--- src/rtl/assert_macros.svh ---
// assertion macros for the rtl files, included by the top file
// expects clk_i and rst_ni in the scope of each use
`ifndef ASSERT_MACROS_SVH
`define ASSERT_MACROS_SVH

// clocked check, disabled while reset is held
`define ASSERT_RST(label, prop, msg) \
  label: assert property (@(posedge clk_i) disable iff (!rst_ni) (prop)) else $error(msg);

// clocked check that also holds during reset
`define ASSERT_ALWAYS(label, prop, msg) \
  label: assert property (@(posedge clk_i) (prop)) else $error(msg);

`endif

--- src/rtl/hcv_pkg.sv ---
// types, constants and the pixel classifier for the hsv colour vote block
// no dependencies
package hcv_pkg;

  // confidence format, unsigned q0.16
  localparam int CONF_W    = 16;
  localparam int DIV_CNT_W = $clog2(CONF_W);

  // pixel thresholds
  localparam logic [7:0] RED_HUE_MAX  = 8'd26;
  localparam logic [7:0] RED_SAT_MIN  = 8'd200;
  localparam logic [7:0] RED_VAL_MIN  = 8'd240;
  localparam logic [7:0] YEL_HUE_MAX  = 8'd42;
  localparam logic [7:0] YEL_SAT_MIN  = 8'd50;
  localparam logic [7:0] YEL_VAL_MIN  = 8'd240;
  localparam logic [7:0] GRN_HUE_LOW  = 8'd80;
  localparam logic [7:0] GRN_HUE_HIGH = 8'd105;
  localparam logic [7:0] GRN_SAT_MIN  = 8'd50;
  localparam logic [7:0] GRN_VAL_MIN  = 8'd190;

  typedef enum logic [1:0] {
    COLOR_RED    = 2'd0,
    COLOR_YELLOW = 2'd1,
    COLOR_GREEN  = 2'd2
  } color_e;

  typedef enum logic [1:0] {
    CLS_NONE,
    CLS_RED,
    CLS_YELLOW,
    CLS_GREEN
  } pix_class_e;

  typedef enum logic [1:0] {
    ST_COUNT,
    ST_DIVIDE,
    ST_HOLD
  } state_e;

  // controller to datapath
  typedef struct packed {
    logic accept;    // pixel request taken this cycle
    logic step_div;  // one quotient bit
    logic load_out;  // move the quotient into the output register
  } cmd_t;

  // datapath to controller
  typedef struct packed {
    logic div_done;  // current step is the final quotient bit
    logic out_free;  // output register can take a new result
  } status_t;

  // class of one pixel, tests in priority order red, yellow, green
  function automatic pix_class_e hcv_classify(logic [7:0] h, logic [7:0] s, logic [7:0] v);
    pix_class_e cls;
    cls = CLS_NONE;
    if (h < RED_HUE_MAX && s > RED_SAT_MIN && v > RED_VAL_MIN) begin
      cls = CLS_RED;
    end else if (h < YEL_HUE_MAX && s > YEL_SAT_MIN && v > YEL_VAL_MIN) begin
      cls = CLS_YELLOW;
    end else if (h > GRN_HUE_LOW && h < GRN_HUE_HIGH && s > GRN_SAT_MIN
                 && v > GRN_VAL_MIN) begin
      cls = CLS_GREEN;
    end
    return cls;
  endfunction

endpackage

--- src/rtl/hcv_ctrl.sv ---
// controller state machine: pixel counting, serial divide, result hand-off
// depends on hcv_pkg
module hcv_ctrl import hcv_pkg::*; (
  input  logic    clk_i,
  input  logic    rst_ni,
  input  logic    in_valid_i,
  input  logic    last_pixel_i,
  input  status_t status_i,
  output logic    in_ready_o,
  output cmd_t    cmd_o,
  output state_e  state_o
);

  state_e state_q, state_d;

  // next state
  always_comb begin
    state_d = state_q;
    case (state_q)
      ST_COUNT: begin
        if (in_valid_i && last_pixel_i) begin
          state_d = ST_DIVIDE;
        end
      end
      ST_DIVIDE: begin
        if (status_i.div_done) begin
          state_d = ST_HOLD;
        end
      end
      ST_HOLD: begin
        if (status_i.out_free) begin
          state_d = ST_COUNT;
        end
      end
      default: state_d = ST_COUNT;
    endcase
  end

  // outputs
  always_comb begin
    in_ready_o     = 1'b0;
    cmd_o          = '0;
    case (state_q)
      ST_COUNT: begin
        in_ready_o   = 1'b1;
        cmd_o.accept = in_valid_i;
      end
      ST_DIVIDE: begin
        cmd_o.step_div = 1'b1;
      end
      ST_HOLD: begin
        cmd_o.load_out = status_i.out_free;
      end
      default: begin
        in_ready_o = 1'b0;
      end
    endcase
  end

  always_ff @(posedge clk_i or negedge rst_ni) begin
    if (!rst_ni) begin
      state_q <= ST_COUNT;
    end else begin
      state_q <= state_d;
    end
  end

  assign state_o = state_q;

endmodule

--- src/rtl/hcv_datapath.sv ---
// datapath: vote counters, winner pick, restoring divider, output register
// depends on hcv_pkg
module hcv_datapath import hcv_pkg::*; #(
  parameter int MAX_REGION_PIXELS = 4096
) (
  input  logic              clk_i,
  input  logic              rst_ni,
  input  cmd_t              cmd_i,
  input  logic [7:0]        hue_i,
  input  logic [7:0]        saturation_i,
  input  logic [7:0]        brightness_i,
  input  logic              last_pixel_i,
  input  logic              out_ready_i,
  output status_t           status_o,
  output logic              out_valid_o,
  output logic [1:0]        light_color_o,
  output logic [CONF_W-1:0] confidence_o
);

  localparam int CntW = $clog2(MAX_REGION_PIXELS + 1);
  localparam logic [CntW-1:0] MaxCnt = CntW'(MAX_REGION_PIXELS);

  logic [CntW-1:0] red_q, yel_q, grn_q, total_q;
  logic [CntW-1:0] red_nx, yel_nx, grn_nx, total_nx;
  logic [CntW-1:0] yel_half, win;
  color_e          color;
  pix_class_e      cls;

  logic [CntW:0]          rem_q, shifted;
  logic [CntW-1:0]        den_q;
  logic [CONF_W-1:0]      quo_q, conf_q;
  logic [DIV_CNT_W-1:0]   cnt_q;
  logic                   sat_q, out_valid_q;
  color_e                 color_q, out_color_q;

  // counters after the current pixel, ignoring pixels once the region is full
  always_comb begin
    cls      = hcv_classify(hue_i, saturation_i, brightness_i);
    red_nx   = red_q;
    yel_nx   = yel_q;
    grn_nx   = grn_q;
    total_nx = total_q;
    if (total_q != MaxCnt) begin
      total_nx = total_q + CntW'(1);
      case (cls)
        CLS_RED:    red_nx = red_q + CntW'(1);
        CLS_YELLOW: yel_nx = yel_q + CntW'(1);
        CLS_GREEN:  grn_nx = grn_q + CntW'(1);
        default:    red_nx = red_q;
      endcase
    end
  end

  // winner pick with the halved yellow count, ties go to yellow
  always_comb begin
    yel_half = yel_nx >> 1;
    if (red_nx > grn_nx && red_nx > yel_half) begin
      color = COLOR_RED;
      win   = red_nx;
    end else if (grn_nx > red_nx && grn_nx > yel_half) begin
      color = COLOR_GREEN;
      win   = grn_nx;
    end else begin
      color = COLOR_YELLOW;
      win   = yel_half;
    end
  end

  // vote counters, cleared after the last pixel
  always_ff @(posedge clk_i or negedge rst_ni) begin
    if (!rst_ni) begin
      red_q   <= '0;
      yel_q   <= '0;
      grn_q   <= '0;
      total_q <= '0;
    end else if (cmd_i.accept) begin
      if (last_pixel_i) begin
        red_q   <= '0;
        yel_q   <= '0;
        grn_q   <= '0;
        total_q <= '0;
      end else begin
        red_q   <= red_nx;
        yel_q   <= yel_nx;
        grn_q   <= grn_nx;
        total_q <= total_nx;
      end
    end
  end

  // restoring divide of win * 2^16 by total, remainder stays below divisor
  assign shifted = {rem_q[CntW-1:0], 1'b0};

  always_ff @(posedge clk_i or negedge rst_ni) begin
    if (!rst_ni) begin
      cnt_q <= '0;
    end else if (cmd_i.accept && last_pixel_i) begin
      cnt_q <= DIV_CNT_W'(CONF_W - 1);
    end else if (cmd_i.step_div && cnt_q != '0) begin
      cnt_q <= cnt_q - DIV_CNT_W'(1);
    end
  end

  always_ff @(posedge clk_i) begin
    if (cmd_i.accept && last_pixel_i) begin
      rem_q   <= {1'b0, win};
      den_q   <= total_nx;
      sat_q   <= (win >= total_nx);
      quo_q   <= '0;
      color_q <= color;
    end else if (cmd_i.step_div) begin
      if (shifted >= {1'b0, den_q}) begin
        rem_q <= shifted - {1'b0, den_q};
        quo_q <= {quo_q[CONF_W-2:0], 1'b1};
      end else begin
        rem_q <= shifted;
        quo_q <= {quo_q[CONF_W-2:0], 1'b0};
      end
    end
  end

  // output register
  always_ff @(posedge clk_i or negedge rst_ni) begin
    if (!rst_ni) begin
      out_valid_q <= 1'b0;
    end else if (cmd_i.load_out) begin
      out_valid_q <= 1'b1;
    end else if (out_ready_i) begin
      out_valid_q <= 1'b0;
    end
  end

  always_ff @(posedge clk_i) begin
    if (cmd_i.load_out) begin
      conf_q      <= sat_q ? '1 : quo_q;
      out_color_q <= color_q;
    end
  end

  assign status_o.div_done = (cnt_q == '0);
  assign status_o.out_free = !out_valid_q || out_ready_i;
  assign out_valid_o       = out_valid_q;
  assign light_color_o     = out_color_q;
  assign confidence_o      = conf_q;

endmodule

--- src/rtl/hsv_color_vote_classifier_top.sv ---
// channel  dir  handshake              payload
// in       in   in_valid_i/in_ready_o  hue_i, saturation_i, brightness_i, last_pixel_i
// out      out  out_valid_o/out_ready_i light_color_o, confidence_o
//
// one pixel request a cycle while counting; after the last pixel of a region
// the serial divider works out the quotient bit by bit, the result is loaded once the
// output register is free, and only then is the next region's first pixel taken.
// reset clears the vote counters, state machine and output valid.
// a stalled result holds in the output register while counting goes on.
`include "assert_macros.svh"

module hsv_color_vote_classifier_top import hcv_pkg::*; #(
  parameter int MAX_REGION_PIXELS = 4096
) (
  input  logic              clk_i,
  input  logic              rst_ni,
  input  logic              in_valid_i,
  output logic              in_ready_o,
  input  logic [7:0]        hue_i,
  input  logic [7:0]        saturation_i,
  input  logic [7:0]        brightness_i,
  input  logic              last_pixel_i,
  output logic              out_valid_o,
  input  logic              out_ready_i,
  output logic [1:0]        light_color_o,
  output logic [CONF_W-1:0] confidence_o
);

  cmd_t    cmd;
  status_t status;
  state_e  state;
  logic    last_taken;

  // controller
  hcv_ctrl u_ctrl (
    .clk_i        (clk_i),
    .rst_ni       (rst_ni),
    .in_valid_i   (in_valid_i),
    .last_pixel_i (last_pixel_i),
    .status_i     (status),
    .in_ready_o   (in_ready_o),
    .cmd_o        (cmd),
    .state_o      (state)
  );

  // datapath
  hcv_datapath #(
    .MAX_REGION_PIXELS (MAX_REGION_PIXELS)
  ) u_datapath (
    .clk_i         (clk_i),
    .rst_ni        (rst_ni),
    .cmd_i         (cmd),
    .hue_i         (hue_i),
    .saturation_i  (saturation_i),
    .brightness_i  (brightness_i),
    .last_pixel_i  (last_pixel_i),
    .out_ready_i   (out_ready_i),
    .status_o      (status),
    .out_valid_o   (out_valid_o),
    .light_color_o (light_color_o),
    .confidence_o  (confidence_o)
  );

  // last pixel of a region taken this cycle
  assign last_taken = in_valid_i && in_ready_o && last_pixel_i;

  // checks
  `ASSERT_RST(a_no_pixel_during_divide, last_taken |-> ##17 !in_ready_o, "pixel taken too early")
  `ASSERT_RST(a_load_from_hold, $rose(out_valid_o) |-> $past(state == ST_HOLD), "load outside hold")
  `ASSERT_RST(a_color_code, out_valid_o |-> light_color_o <= COLOR_GREEN, "invalid colour code")

endmodule
--- config.mk ---
export PLATFORM = sky130hd
export DESIGN_NAME = hsv_color_vote_classifier_top
export DESIGN_NICKNAME = d
export VERILOG_FILES = /design/src/rtl/hcv_pkg.sv /design/src/rtl/hcv_ctrl.sv /design/src/rtl/hcv_datapath.sv /design/src/rtl/hsv_color_vote_classifier_top.sv
export VERILOG_INCLUDE_DIRS = /design/src /design/src/rtl
export SDC_FILE = /design/constraint.sdc
export NUM_CORES = 1
export LEC_CHECK = 0
export ABC_AREA = 0
export CORE_MARGIN = 3
export CORE_UTILIZATION = 50
export CTS_CLUSTER_SIZE = 24
export DETAILED_ROUTE_END_ITERATION = 10
export DONT_BUFFER_PORTS = 1
export GPL_TIMING_DRIVEN = 0
export PLACE_DENSITY = 0.68
export SLEW_MARGIN = 10
export SYNTH_ARGS = -nofsm -noshare
export SYNTH_HDL_FRONTEND = slang
export SYNTH_SLANG_ARGS = --single-unit
--- constraint.sdc ---
create_clock -name clk_i -period 5.9 [get_ports clk_i]
set_clock_uncertainty 0.15 [all_clocks]
set_input_delay 0 -clock clk_i [delete_from_list [all_inputs] [get_ports clk_i]]
set_output_delay 0 -clock clk_i [all_outputs]
set_load 0.005 [all_outputs]
; After elaboration in Yosys (flattened, before gate mapping)
; Cells that the tools add are included.
[word_totals]
memories = 0
register_bits = 122
latch_bits = 0
romBits = 0
mem_bits_rw = 0
[classes]
bitwise_logic = 0
n_eq_ne = 9
n_mul = 0
n_reduce_logical = 24
n_mux = 33
shift = 0
order_cmp = 14
add_sub_neg = 6
div = 0
[op_table]
columns = operator, count
row1 = two-way mux 13 bit, 16
row2 = adder 13 x 1 -> 13 bit (second input constant), 4
row3 = > comparator 13 x 12 -> 1 bit, 2
row4 = > comparator 13 bit, 2
row5 = > comparator 8 bit (second input constant), 3
row6 = greater-or-equal comparator 14 x 13 -> 1 bit, 1
row7 = two-way mux 2 bit, 7
row8 = greater-or-equal comparator 13 bit, 1
row9 = != test 13 bit (second input constant), 1
row10 = subtractor 13 bit, 1
row11 = logical AND 1 bit, 12
row12 = nonzero test 2 bit, 5
row13 = > comparator 8 x 6 -> 1 bit (second input constant), 1
row14 = > comparator 8 x 7 -> 1 bit (second input constant), 1
row15 = < comparator 8 x 5 -> 1 bit (second input constant), 1
row16 = < comparator 8 x 6 -> 1 bit (second input constant), 1
row17 = < comparator 8 x 7 -> 1 bit (second input constant), 1
row18 = two-way mux 4 bit, 2
row19 = two-way mux 1 bit, 7
row20 = equality test 2 bit (second input constant), 3
row21 = case mux 2 bit (3 select lines), 1
row22 = AND reduction 3 bit, 2
row23 = equality test 2 x 1 -> 1 bit (second input constant), 2
row24 = logical NOT 4 bit, 1
row25 = other kinds (7), 8

; Longest topological paths before layout
; Gate-level depths: netlist (run 1).
[depth]
depth_word = 15
depth_mapped = 29
mapped_depth_nobuf = 27

; Modules after synthesis
; A second synthesis (run 1) with hierarchy kept.
[hier_totals]
cells_unflattened = 832
area_unflattened_um2 = 8076.5
[modules_own_cells]
columns = module, cells_per_inst, n_inst, area_each_um2
row1 = hcv_datapath, 820, 1, 7962.6
row2 = hcv_ctrl, 12, 1, 113.9

; Least setup slack after synthesis (run 1)
; Ideal clock, no wire load.
[synth_path]
path_type = reg-to-reg
from = reg u_datapath.total_q[0]
to = reg u_datapath.sat_q (data pin)
n_path_buf = 1
setup_ns = 0.262
t_arrival_ns = 5.567
slack_ns = -0.079
path_stages_with_launch = 26
path_cell_list = dfrtp_1 inv_1 ha_1 nor4b_1 and3_4 a311o_1 or4_4 nor4_4 xnor2_1 ha_1 or4_1 a211oi_1 a211oi_1 nor3_4 a2bb2oi_4 buf_4 a221oi_1 ha_1 nand2b_1 a21o_1 a21o_1 a21o_1 a21oi_1 o21ai_0 a21oi_1 o21ai_0
[synth_via]
elab_chain_len = 7
elab_cells_between_ends = 15
classes_between = add/sub (1) / order compare (5) / eq/ne (1) / mux (6) / reduce/logical (2)
[synth_rtl]
columns = element, line_no
row1 = start: declaration, hcv_datapath.sv:23  ; logic [CntW-1:0] red_q, yel_q, grn_q, total_q;
row2 = start signal: assignment, hcv_datapath.sv:86  ; total_q <= total_nx;
row3 = != test 13 bit, hcv_datapath.sv:43  ; if (total_q != MaxCnt) begin
row4 = two-way mux 13 bit, hcv_datapath.sv:43
row5 = > comparator 13 bit / > comparator 13 x 12 -> 1 bit (equally long branches), hcv_datapath.sv:60  ; end else if (grn_nx > red_nx && grn_nx > yel_half) begin
row6 = logical AND 1 bit, hcv_datapath.sv:60
row7 = two-way mux 13 bit, hcv_datapath.sv:60
row8 = two-way mux 13 bit, hcv_datapath.sv:57  ; if (red_nx > grn_nx && red_nx > yel_half) begin
row9 = greater-or-equal comparator 13 bit (*), hcv_datapath.sv:108  ; sat_q <= (win >= total_nx);
row10 = end signal: assignment, hcv_datapath.sv:108
row11 = end: declaration, hcv_datapath.sv:33  ; logic sat_q, out_valid_q;
; Mark *: on every way between the ends. The rest lies on a longest branch, timed or not. The select of a mux whose other input is x is not followed.
; A chain may end at the register's enable or synchronous reset.

; Worst setup path after layout (run 1)
; Ends and elaborated chain as after synthesis.

==> summary.md, run 1 <==
| Metric | Value |
|---|---|
| Core area | `about 0.015 mm2` |
| TritonCTS clock tree | `yes` |
| Worst setup SP type | `register` |
| FF-to-FF path depth | `28` |
| Setup CP Type | `reg2reg` |
| Crit path largest cell delay | `between 0.5 and 0.6 ns` |
| Final RePlAce weighted congestion | `about 0.96` |
| Final #Nets | `1066` |
| Later-pin clock latency in the skew report | `0.42 ns` |
| Slew Viols, Final | `0` |
| Die X | `133 um` |
| Post-layout total power | `about 4.3 mW` |
| Initial antenna violation count | `0` |
| Post-Synth Simple-Gate Area | `between 20% and 30%` |
| Sequential fraction of the synthesis area | `39.8%` |
| Failing checks | `negative hold slack, negative setup slack` |
| Vias per cell | `roughly 5.9` |
| Pwr/cell area | `439 mW/mm2` |
| Slew @ Worst Pin | `0.912 ns` |
| Final hold violation count | `8` |
| Drt first pass iters | `5` |
| CTS buffer count | `17` |
| Status | `finished, violations left` |
| Reg2reg start | `u_datapath.total_q[0]` |
| Non-Filler Instances | `1191` |
| Total congestion overflow | `0` |
| First-pass GRT wire length | `around 34 mm` |
| XOR/XNOR Fraction of Synth Area | `5.54%` |
| Fillers | `about 1200` |
| Post-synthesis mux area share | `about 1.4%` |
| Synth Area in Compound Gates | `around 16%` |
| Rel. slew slack | `between 30% and 40%` |
| Crit path DAT | `about 6.0 ns` |
| Vias in the first global route | `around 6600` |
| Crit end category | `register` |
| Dominant synthesized flop cell | `dfrtp_1` |
| Pre-CTS setup slack | `-1.08 ns` |
| CTS Sinks | `approximately 120` |
| WHS | `-0.00624 ns` |
| # port buffers | `0` |
| Crit path top cell by count | `a21o_1` |
| Largest family of logic cells by synthesized area | `simple AND/OR/NAND/NOR gates` |
| Final setup vio count | `1` |
| Die ar. | `about 0.018 mm2` |
| Placed cells | `1116` |
| DRC | `0` |
| Share of cells above drive strength 1 | `between 10% and 20%` |
| Post-synth top area share | `around 18%` |
| Yosys warns | `0` |
| Largest net degree at the start of global routing | `60` |
| Total wire length | `between 20 and 25 mm` |
| H-tree depth | `4` |
| Post-synth EDFFs | `47` |
| R2R Setup Slk | `-0.09 ns` |
| Final Cycle Share | `102%` |
| Routed via count | `roughly 7000` |
| Mapped Cells | `between 900 and 1000` |
| Hold WC Path Type | `in2async` |
| GRT Overall Usage | `between 20% and 30%` |
| Clk pin slew, worst setup/hold paths | `approximately 0.060 ns` |
| Clock Tree Buf Depth | `2` |
| R2R Path End | `u_datapath.sat_q` |
| CP max-delay cell | `or4_4` |
| Cell taking the most area after synthesis | `dfrtp_1` |
| Hpwl dp | `between 15 and 20 mm` |
| Synthesized flop and latch total | `122` |
| IO Pins | `49` |
| F_max | `0.167 GHz` |
| Worst Path Required | `roughly 5.9 ns` |
| Synth cell types | `63` |
| Die Y | `approximately 130 um` |
| Syn_nets | `between 1000 and 1500` |
| FP Rows | `45` |
| Routed wire per std cell | `18.6 um` |
| Clk root buf | `clkbuf_16` |
| Mean post-synth cell area | `8.92 um2` |
| # Max-Cap Violations | `0` |
| Max IR drop VDD | `between 0.2 and 0.3 mV` |
| Diodes inserted | `0` |
| Initial core utilization | `a little over half` |
| Async SR Flop Fraction | `roughly 48%` |
| Layout area overhead | `20.5%` |
| Setup TNS | `-0.0935 ns` |
| Ranking of synthesized cells by area | `dfrtp_1, edfxtp_1, ha_1` |
| Min cycle time layout | `between 5 and 6 ns` |
| Violation count after the first detailed-route iteration | `between 600 and 700` |
| Final Util | `between 60% and 70%` |
| CP Max Fanout | `6` |
| Pleak | `between 4 and 5 nW` |
| Mapped Area | `0.00807 mm2` |
| RSZ-0062 raised after global routing | `yes` |
| Synth Area in Adders | `approximately 11%` |
| Post-route setup slack | `-0.0935 ns` |
| Antenna Nets Post-Route | `0` |
==> state kept, by name, summed over array words and instances, names as in the netlist <==
name and cells:
u_datapath.total_q 13, u_datapath.yel_q 13, u_datapath.color_q 2, u_datapath.grn_q 13, u_datapath.confidence_o 16, u_datapath.rem_q 13
u_datapath.out_valid_o 1, u_datapath.sat_q 1, u_datapath.red_q 13, u_datapath.den_q 13, u_datapath.cnt_q 4, u_datapath.quo_q 16
u_datapath.light_color_o 2, u_ctrl.state_o 2
==> where the power goes <==
group | leakage, nW | internal, mW | switching (mW)
clock | 0.283 | 0.631 | 0.422
sequential | 1.35 | 1.12 | 0.128
combinational | 2.54 | 0.845 | 1.12
==> cell families after synthesis <==
| kind of cell | after synthesis |
|---|---|
| XOR/XNOR | 51 |
| flip-flops | 122 |
| AND/OR/NAND/NOR | 345 |
| adder cells (fa/ha/maj) | 70 |
| AO/OA/AOI/OAI | 208 |
| buffers and inverters | 97 |
| multiplexers | 11 |
==> Yosys cell counts (8+ instances only) <==
cell type and number:
nand2_1 132, o21ai_0 75, ha_1 69, inv_1 65, dfrtp_1 59, edfxtp_1 47, nor2_1 46, a21oi_1 41
xnor2_1 32, nor3_1 31, nand3_1 30, clkbuf_1 27, or2_2 20, xor2_1 19, dfxtp_1 16, a211oi_1 14
o22ai_1 14, and3_1 13, nand2b_1 13, nand4_1 13, a21o_1 11, nor4_1 10, nor2b_1 9, mux2i_1 8
o21a_1 8
==> repair_timing <==
action	4_1_cts	5_1_grt
endpoints found under the hold margin	70	0
hold buffers	6	0
pin swaps	13	31
setup buffers	19	18
endpoints found under the setup margin	1	1
resized for setup	37	45
==> cells in the final DEF, fill, tap and decap left out, types with 17 or more instances in the layout <==
cell type / synthesis / layout
nand2_1: 132 / 130
o21ai_0: 75 / 71
ha_1: 69 / 65
inv_1: 65 / 63
dfrtp_1: 59 / 58
edfxtp_1: 47 / 47
nor2_1: 46 / 43
a21oi_1: 41 / 36
buf_4: 1 / 36
nand3_1: 30 / 29
clkbuf_1: 27 / 27
nor3_1: 31 / 26
xnor2_1: 32 / 23
or2_2: 20 / 19
xor2_1: 19 / 17
clkbuf_16: 0 / 17
==> critical path: cells and delay by family, from the launching register on <==
family | cells | cell delay (ns)
AOI/OAI and AO/OA | 13 | 2.14
and+or+nand+nor | 7 | 1.65
adders and majority gates | 3 | 0.66
buffers and inverters | 4 | 0.52
DFF | 1 | 0.38
xor gates and xnor gates | 1 | 0.23
==> through the flow <==
step / hold WS (ns) / area, um2
finish: -0.00624 / 9720
global route: 0.0228 / 9720
CTS: 0.00180 / 9370
detailed placement: -0.442 / 8360
global placement: -0.442 / 8340
floorplan: -0.446 / 8080
==> worst max-delay path by stage <==
stage | from | endpoint | slack [ns] | cells after the start
after floorplan | u_datapath.total_q[0] | u_datapath.sat_q | 0.01 | 25
after global placement | u_datapath.total_q[0] | u_datapath.sat_q | -1.07 | 26
after detailed placement | u_datapath.total_q[0] | u_datapath.sat_q | -1.08 | 26
after CTS | u_datapath.total_q[0] | u_datapath.sat_q | 0.01 | 26
after global routing | u_datapath.total_q[0] | u_datapath.sat_q | -0.23 | 28
final | u_datapath.total_q[0] | u_datapath.sat_q | -0.09 | 28
==> layer usage <==
metal | vias up | routed length (um) | part of all wire, % | GRT usage (%)
li1 | 3375 | - | - | -
met1 | 3363 | 9430 | 43 | 32.3
met2 | 251 | 10500 | 48 | 40.1
met3 | 52 | 1260 | 5.7 | 4.49
met4 | 0 | 901 | 4.1 | 10.5
met5 | - | 0 | 0 | 0
==> area by class of cell <==
cell class / instances / area [um2] / area share [%]
plain buffers: 32 / 149 / 1.53
clock buffers: 18 / 429 / 4.42
clock inverters: 14 / 159 / 1.64
inverters: 65 / 244 / 2.51
multi-input cells: 685 / 4880 / 50.2
flip-flops and latches: 122 / 3210 / 33.0
well taps: 211 / 264 / 2.72
repair buffers: 44 / 383 / 3.94
(Power assumes the default switching activity.)
==> run 2, diff against run 1 <==
--- a/config.mk
+++ b/config.mk
@@ -9,6 +9,7 @@
 export ABC_AREA = 0
 export CORE_MARGIN = 3
 export CORE_UTILIZATION = 50
+export CTS_BUF_LIST = sky130_fd_sc_hd__clkbuf_2 sky130_fd_sc_hd__clkbuf_4 sky130_fd_sc_hd__clkbuf_8
 export CTS_CLUSTER_SIZE = 24
 export DETAILED_ROUTE_END_ITERATION = 10
 export DONT_BUFFER_PORTS = 1
==> run 2 against run 1 <==
Effect of this change:
- wire length up 0.87%
- the flow finishes with violations (negative setup slack)
- largest power group unchanged
- largest cell class unchanged
- count of clock-buffer cells in the layout did not move
- register-to-register slack better by 0.07 ns
==> summary.md, run 2 (synthesized netlist as in run 1, its figures left out) <==
| Metric | Value |
|---|---|
| # Max-Cap Violations | `0 (unchanged)` |
| H-tree depth | `4 (unchanged)` |
| Violation count after the first detailed-route iteration | `632 (was 652)` |
| Critical Path Sink | `u_datapath.sat_q (unchanged)` |
| Vias per cell | `5.88 (was 5.91)` |
| Hold WC Path Type | `in2reg (was in2async)` |
| Die Y | `133 um (unchanged)` |
| Vias in the first global route | `6519 (was 6551)` |
| Post-route setup slack | `-0.0232 ns (was -0.0935 ns)` |
| Die X | `133 um (unchanged)` |
| Routed via count | `7002 (was 7041)` |
| Met2 usage | `40.6% (was 40.1%)` |
| TritonCTS clock tree | `yes (unchanged)` |
| Total wire length | `22.3 mm (was 22.1 mm)` |
| Worst Path Required | `5.97 ns (was 5.92 ns)` |
| Clock Tree Buf Depth | `2 (unchanged)` |
| Crit path launch | `u_datapath.total_q[0] (unchanged)` |
| Buf/Inv on CP | `5 (was 4)` |
| Slew Viols, Final | `0 (unchanged)` |
| First-pass GRT wire length | `34.3 mm (was 34.2 mm)` |
| Pleak | `4.09 nW (was 4.17 nW)` |
| Most frequent cells in the layout | `nand2_1, o21ai_0, ha_1, inv_1, dfrtp_1 (unchanged)` |
| IO Pins | `49 (unchanged)` |
| DRC | `0 (unchanged)` |
| Rel. slew slack | `39.6% (was 38.8%)` |
| Diodes inserted | `0 (unchanged)` |
| RSZ-0062 raised after global routing | `yes (unchanged)` |
| # port buffers | `0 (unchanged)` |
| Initial core utilization | `52.1% (unchanged)` |
| Setup CP Type | `reg2reg (unchanged)` |
| Worst setup SP type | `register (unchanged)` |
| Worst path top cell family by delay | `simple AND/OR/NAND/NOR gates (was compound AO/OA/AOI/OAI gates)` |
| Final Cell Area | `0.00952 mm2 (was 0.00972 mm2)` |
| CP Max Fanout | `5 (was 6)` |
| Status | `finished, violations left (unchanged)` |
| Routed wire per std cell | `18.7 um (was 18.6 um)` |
| Final hold violation count | `0 (was 8)` |
| Layout area overhead | `18.0% (was 20.5%)` |
| CP max-delay cell | `or4_4 (unchanged)` |
| R2R Path End | `u_datapath.sat_q (unchanged)` |
| Min cycle time layout | `5.92 ns (was 5.99 ns)` |
| Final Cycle Share | `100% (was 102%)` |
| Failing checks | `negative setup slack (was negative hold slack, negative setup slack)` |
| CTS buffer count | `17 (unchanged)` |
| Clk pin slew, worst setup/hold paths | `0.09 ns (was 0.06 ns)` |
| F_max | `0.169 GHz (was 0.167 GHz)` |
| Total congestion overflow | `0 (unchanged)` |
| Final #Nets | `1066 (unchanged)` |
| Setup TNS | `-0.0232 ns (was -0.0935 ns)` |
| Placed cell areas | `0.00836 mm2 (unchanged)` |
| Crit end category | `register (unchanged)` |
| Die ar. | `0.0177 mm2 (unchanged)` |
| Pwr/cell area | `417 mW/mm2 (was 439 mW/mm2)` |
| Crit path DAT | `5.99 ns (was 6.02 ns)` |
| Crit path top cell by count | `a21o_1 (unchanged)` |
| GRT Overall Usage | `24.9% (was 24.6%)` |
| Final RePlAce weighted congestion | `0.962 (unchanged)` |
| Largest net degree at the start of global routing | `60 (unchanged)` |
| Antenna Nets Post-Route | `0 (unchanged)` |
| CTS Sinks | `122 (unchanged)` |
| Met1 usage | `32.1% (was 32.3%)` |
| Final setup vio count | `1 (unchanged)` |
| Later-pin clock latency in the skew report | `0.46 ns (was 0.42 ns)` |
| Reg2reg start | `u_datapath.total_q[0] (unchanged)` |
| Slew @ Worst Pin | `0.900 ns (was 0.912 ns)` |
| CP Depth | `28 (unchanged)` |
| FF-to-FF path depth | `28 (unchanged)` |
| Hpwl dp | `15.7 mm (unchanged)` |
| Most common cell after layout, fill and taps aside | `nand2_1 (unchanged)` |
| FP Rows | `45 (unchanged)` |
| R2R Setup Slk | `-0.02 ns (was -0.09 ns)` |
| GRT busiest layer | `met2 (unchanged)` |
| Initial antenna violation count | `0 (unchanged)` |
| Core area | `0.0155 mm2 (unchanged)` |
| Share of cells above drive strength 1 | `16.8% (was 16.9%)` |
| Max IR drop VDD | `0.231 mV (was 0.293 mV)` |
| Drt first pass iters | `5 (unchanged)` |
| Fillers | `1307 (was 1249)` |
| Met3 global-route usage | `4.68% (was 4.49%)` |
| Clk root buf | `clkbuf_8 (was clkbuf_16)` |
| Crit path largest cell delay | `0.57 ns (was 0.56 ns)` |
-- run 2: repair_timing --
action / in CTS / in global routing
endpoints found under the setup margin: 1 / 1
hold buffers: 11 / 0
buffers inserted: 18 / 15
endpoints found under the hold margin: 79 / 0
pin swaps: 12 / 24
resized for setup: 34 / 42
-- run 2: layer usage --
metal  vias up  routed length (um)
met3        59                1520
li1       3365                   -
met1      3283                9280
met5         -                   0
met4         0                 941
met2       295               10600
-- run 2: power breakdown --
part / total, mW / switching, mW / internal (mW) / leakage (nW)
registers: 1.24 / 0.128 / 1.12 / 1.35
clock network: 0.780 / 0.391 / 0.389 / 0.199
logic: 1.95 / 1.11 / 0.830 / 2.54
total: 3.97 / 1.63 / 2.34 / 4.09
-- run 2: how the worst min path moves through the flow --
stage | end | cells past startpoint | start
after global placement | u_datapath.yel_q[0] | 0 | rst_ni
after detailed placement | u_datapath.yel_q[0] | 0 | rst_ni
after global routing | u_datapath.grn_q[12] | 5 | saturation_i[0]
final | u_datapath.grn_q[12] | 5 | saturation_i[0]
after CTS | u_datapath.grn_q[12] | 5 | saturation_i[0]
after floorplan | u_ctrl.state_o[0] | 0 | rst_ni
-- run 2: per-stage QoR --
stage          power (mW)  util (%)  setup WS (ns)  hold slack (ns)  instances
6_report             3.97      61.5        -0.0232          0.00587       1191
5_1_grt              4.23      61.5         -0.190           0.0341       1191
4_1_cts              3.81      59.6         0.0151           0.0227       1177
3_5_place_dp         2.93      54.0          -1.08           -0.442       1116
3_3_place_gp         2.89      53.9          -1.07           -0.442       1115
2_1_floorplan        2.49         -        0.00958           -0.446        904
-- run 2: worst reg2reg max path, delay by kind of cell (launching register included) --
family / cells / cell delay [ns]
buffers and inverters: 5 / 0.71
AO/OA/AOI/OAI: 11 / 1.73
adder cells (fa/ha/maj): 3 / 0.59
XOR/XNOR: 1 / 0.18
flip-flops: 1 / 0.38
AND/OR/NAND/NOR: 8 / 1.97
-- run 2: layout make-up --
type / instances / area (um2) / area share, %
Clock buffer: 18 / 241 / 2.54
Multi-Input combinational cell: 685 / 4840 / 50.9
Tap cell: 211 / 264 / 2.77
Timing Repair Buffer: 45 / 424 / 4.46
Buffer: 31 / 134 / 1.41
Sequential cell: 122 / 3210 / 33.7
Inverter: 65 / 244 / 2.56
Clock inverter: 14 / 159 / 1.67
==> run 3, diff against run 2 <==
--- a/config.mk
+++ b/config.mk
@@ -7,14 +7,17 @@
 export NUM_CORES = 1
 export LEC_CHECK = 0
 export ABC_AREA = 0
+export CELL_PAD_IN_SITES_DETAIL_PLACEMENT = 0
+export CELL_PAD_IN_SITES_GLOBAL_PLACEMENT = 1
 export CORE_MARGIN = 3
-export CORE_UTILIZATION = 50
+export CORE_UTILIZATION = 46
 export CTS_BUF_LIST = sky130_fd_sc_hd__clkbuf_2 sky130_fd_sc_hd__clkbuf_4 sky130_fd_sc_hd__clkbuf_8
 export CTS_CLUSTER_SIZE = 24
 export DETAILED_ROUTE_END_ITERATION = 10
 export DONT_BUFFER_PORTS = 1
 export GPL_TIMING_DRIVEN = 0
-export PLACE_DENSITY = 0.68
+export PLACE_DENSITY_LB_ADDON = 0.1
+export SKIP_CTS_REPAIR_TIMING = 1
 export SLEW_MARGIN = 10
 export SYNTH_ARGS = -nofsm -noshare
 export SYNTH_HDL_FRONTEND = slang
==> run 3 against run 2 <==
Effect of this change:
- the run ends with negative hold slack, negative setup slack left
- clock power hardly changed
- sequential share of layout area hardly changed
- non-clock buffer count is 5 lower
- critical path depth shrank 2
- via count fell by 0.44%
- count of clock-buffer cells in the layout stayed put
- global-route usage is 1.5 points lower
- wire length grew 3.5%
- final area grew 0.13%
- critical path type unchanged
- critical endpoint unchanged
- highest routed layer unchanged
==> summary.md, run 3 (synthesized netlist as in run 1, its figures left out) <==
| Metric | Value |
|---|---|
| Total congestion overflow | `0 (unchanged)` |
| Buf/Inv on CP | `3 (was 5)` |
| Hold WC Path Type | `in2reg (unchanged)` |
| # port buffers | `0 (unchanged)` |
| Crit path top cell by count | `a21o_1 (unchanged)` |
| Gate power share | `49.4% (was 49.0%)` |
| Vias per cell | `5.83 (was 5.88)` |
| Worst path top cell family by delay | `simple AND/OR/NAND/NOR gates (unchanged)` |
| Share of cells above drive strength 1 | `16.6% (was 16.8%)` |
| Share of power burned in registers | `31.2% (was 31.3%)` |
| DRC | `0 (unchanged)` |
| CTS buffer count | `17 (unchanged)` |
| Setup TNS | `-0.146 ns (was -0.0232 ns)` |
| Crit path largest cell delay | `0.52 ns (was 0.57 ns)` |
| WHS | `-0.0200 ns (was 0.00587 ns)` |
| Post-route setup slack | `-0.146 ns (was -0.0232 ns)` |
| Slew Viols, Final | `0 (unchanged)` |
| Crit end category | `register (unchanged)` |
| TritonCTS clock tree | `yes (unchanged)` |
| Part of the power in the clock network | `19.5% (was 19.7%)` |
| CTS Sinks | `122 (unchanged)` |
| Hpwl dp | `17.2 mm (was 15.7 mm)` |
| Most frequent cells in the layout | `nand2_1, o21ai_0, ha_1, inv_1, dfrtp_1 (unchanged)` |
| Most common cell after layout, fill and taps aside | `nand2_1 (unchanged)` |
| P_sw | `1.66 mW (was 1.63 mW)` |
| FP Rows | `47 (was 45)` |
| Clock Tree Buf Depth | `2 (unchanged)` |
| CP Max Fanout | `7 (was 5)` |
| Layout area overhead | `18.2% (was 18.0%)` |
| Switching part of the total power | `41.3% (was 41.2%)` |
| Final #Nets | `1061 (was 1066)` |
| Setup CP Type | `reg2reg (unchanged)` |
| IO Pins | `49 (unchanged)` |
| Pleak | `4.08 nW (was 4.09 nW)` |
| Clk pin slew, worst setup/hold paths | `0.09 ns (about the same)` |
| Diodes inserted | `0 (unchanged)` |
| P_int | `2.36 mW (was 2.34 mW)` |
| Worst Path Required | `5.95 ns (was 5.97 ns)` |
| Die X | `138 um (was 133 um)` |
| First-pass GRT wire length | `35.5 mm (was 34.3 mm)` |
| Antenna Nets Post-Route | `0 (unchanged)` |
| Status | `finished, violations left (unchanged)` |
| # Max-Cap Violations | `0 (unchanged)` |
| Later-pin clock latency in the skew report | `0.46 ns (about the same)` |
| Die Y | `138 um (was 133 um)` |
| Final Cycle Share | `102% (was 100%)` |
| Pwr/cell area | `422 mW/mm2 (was 417 mW/mm2)` |
| Drt first pass iters | `7 (was 5)` |
| Die ar. | `0.0192 mm2 (was 0.0177 mm2)` |
| CP max-delay cell | `or4_4 (unchanged)` |
| Initial core utilization | `47.8% (was 52.1%)` |
| F_max | `0.165 GHz (was 0.169 GHz)` |
| Rel. slew slack | `33.7% (was 39.6%)` |
| Routed via count | `6971 (was 7002)` |
| Min cycle time layout | `6.05 ns (was 5.92 ns)` |
| Core area | `0.0169 mm2 (was 0.0155 mm2)` |
| Crit path DAT | `6.10 ns (was 5.99 ns)` |
| GRT Overall Usage | `23.3% (was 24.9%)` |
| Clk root buf | `clkbuf_8 (unchanged)` |
| Final RePlAce weighted congestion | `0.920 (was 0.962)` |
| Final setup vio count | `1 (unchanged)` |
| Total wire length | `23.1 mm (was 22.3 mm)` |
| H-tree depth | `4 (unchanged)` |
| RSZ-0062 raised after global routing | `yes (unchanged)` |
| Failing checks | `negative hold slack, negative setup slack (was negative setup slack)` |
| Slew @ Worst Pin | `0.989 ns (was 0.900 ns)` |
| Routed wire per std cell | `19.3 um (was 18.7 um)` |
| Initial antenna violation count | `0 (unchanged)` |
| Post-layout total power | `4.02 mW (was 3.97 mW)` |
| Worst setup SP type | `register (unchanged)` |
| Vias in the first global route | `6664 (was 6519)` |
| Max IR drop VDD | `0.178 mV (was 0.231 mV)` |
| Final hold violation count | `2 (was 0)` |
| Largest net degree at the start of global routing | `60 (unchanged)` |
| Violation count after the first detailed-route iteration | `446 (was 632)` |
-- run 3: changes by cell type in the layout (fill, tap and decap cells not counted), moves of 2 or more --
cell           previous run  this run
dlygate4sd3_1             9         5
buf_2                     2         4
clkinv_4                  2         4
ha_2                      3         1
inv_6                     7         5
nand2_1                 129       131
nand2_2                   3         1
nor3_2                    4         2
nor4_2                    4         2
o21ai_1                   5         3
xor2_1                   17        15
-- run 3: cell type report --
cell class                      instances  area (um2)
Clock buffer                           18         241
Inverter                               65         244
Buffer                                 32         141
Multi-Input combinational cell        685        4900
Sequential cell                       122        3210
Fill cell                            1548        7340
Tap cell                              220         275
Clock inverter                         14         163
Timing Repair Buffer                   39         362
-- run 3: metal layers --
metal	part of all wire [%]	routed length, um	GRT usage (%)	vias to the layer above
met5	0	0	0	-
met4	2.3	542	8.22	0
met3	4.8	1120	4.83	38
met2	50	11600	40.7	159
met1	43	9820	28.8	3413
li1	-	-	-	3361
-- run 3: through the flow --
| step | std cells | setup slack [ns] | area, um2 | utilization, % |
|---|---|---|---|---|
| after global routing | 1195 | -0.324 | 9530 | 56.5 |
| final | 1195 | -0.146 | 9530 | 56.5 |
| after detailed placement | 1124 | -1.37 | 8360 | 49.5 |
| after CTS | 1156 | -1.46 | 8760 | 51.9 |
| after global placement | 1124 | -1.36 | 8350 | 49.5 |
| after floorplan | 904 | 0.00958 | 8080 | - |
-- run 3: path summary, 6_finish.rpt --
kind                                        from                          end  slack (ns)  cells past startpoint
min in group asynchronous                 rst_ni         u_datapath.grn_q[12]        0.01                      3
hold / removal                   saturation_i[5]         u_datapath.grn_q[12]       -0.02                      5
max in group asynchronous                 rst_ni       u_datapath.total_q[10]        5.31                      3
setup / recovery           u_datapath.total_q[0]             u_datapath.sat_q       -0.15                     26
setup reg to reg           u_datapath.total_q[0]             u_datapath.sat_q       -0.15                     26
hold reg to reg            u_datapath.color_q[1]  u_datapath.light_color_o[1]        0.27                      0
-- run 3: worst reg2reg max path: cells and delay by family (launching register included) --
family,cells,cell delay [ns]
XOR/XNOR,1,0.18
AND/OR/NAND/NOR,7,1.97
adder cells (fa/ha/maj),3,0.72
AO/OA/AOI/OAI,12,1.95
flip-flops,1,0.44
buffers and inverters,3,0.36
-- run 3: power by group through the flow --
stage | Clock (mW) | Combinational, mW | Sequential, mW
2_1_floorplan | 0 | 1.27 | 1.22
3_3_place_gp | 0 | 1.66 | 1.25
3_5_place_dp | 0 | 1.70 | 1.26
4_1_cts | 0.795 | 1.71 | 1.24
5_1_grt | 0.830 | 2.20 | 1.27
6_report | 0.782 | 1.98 | 1.25
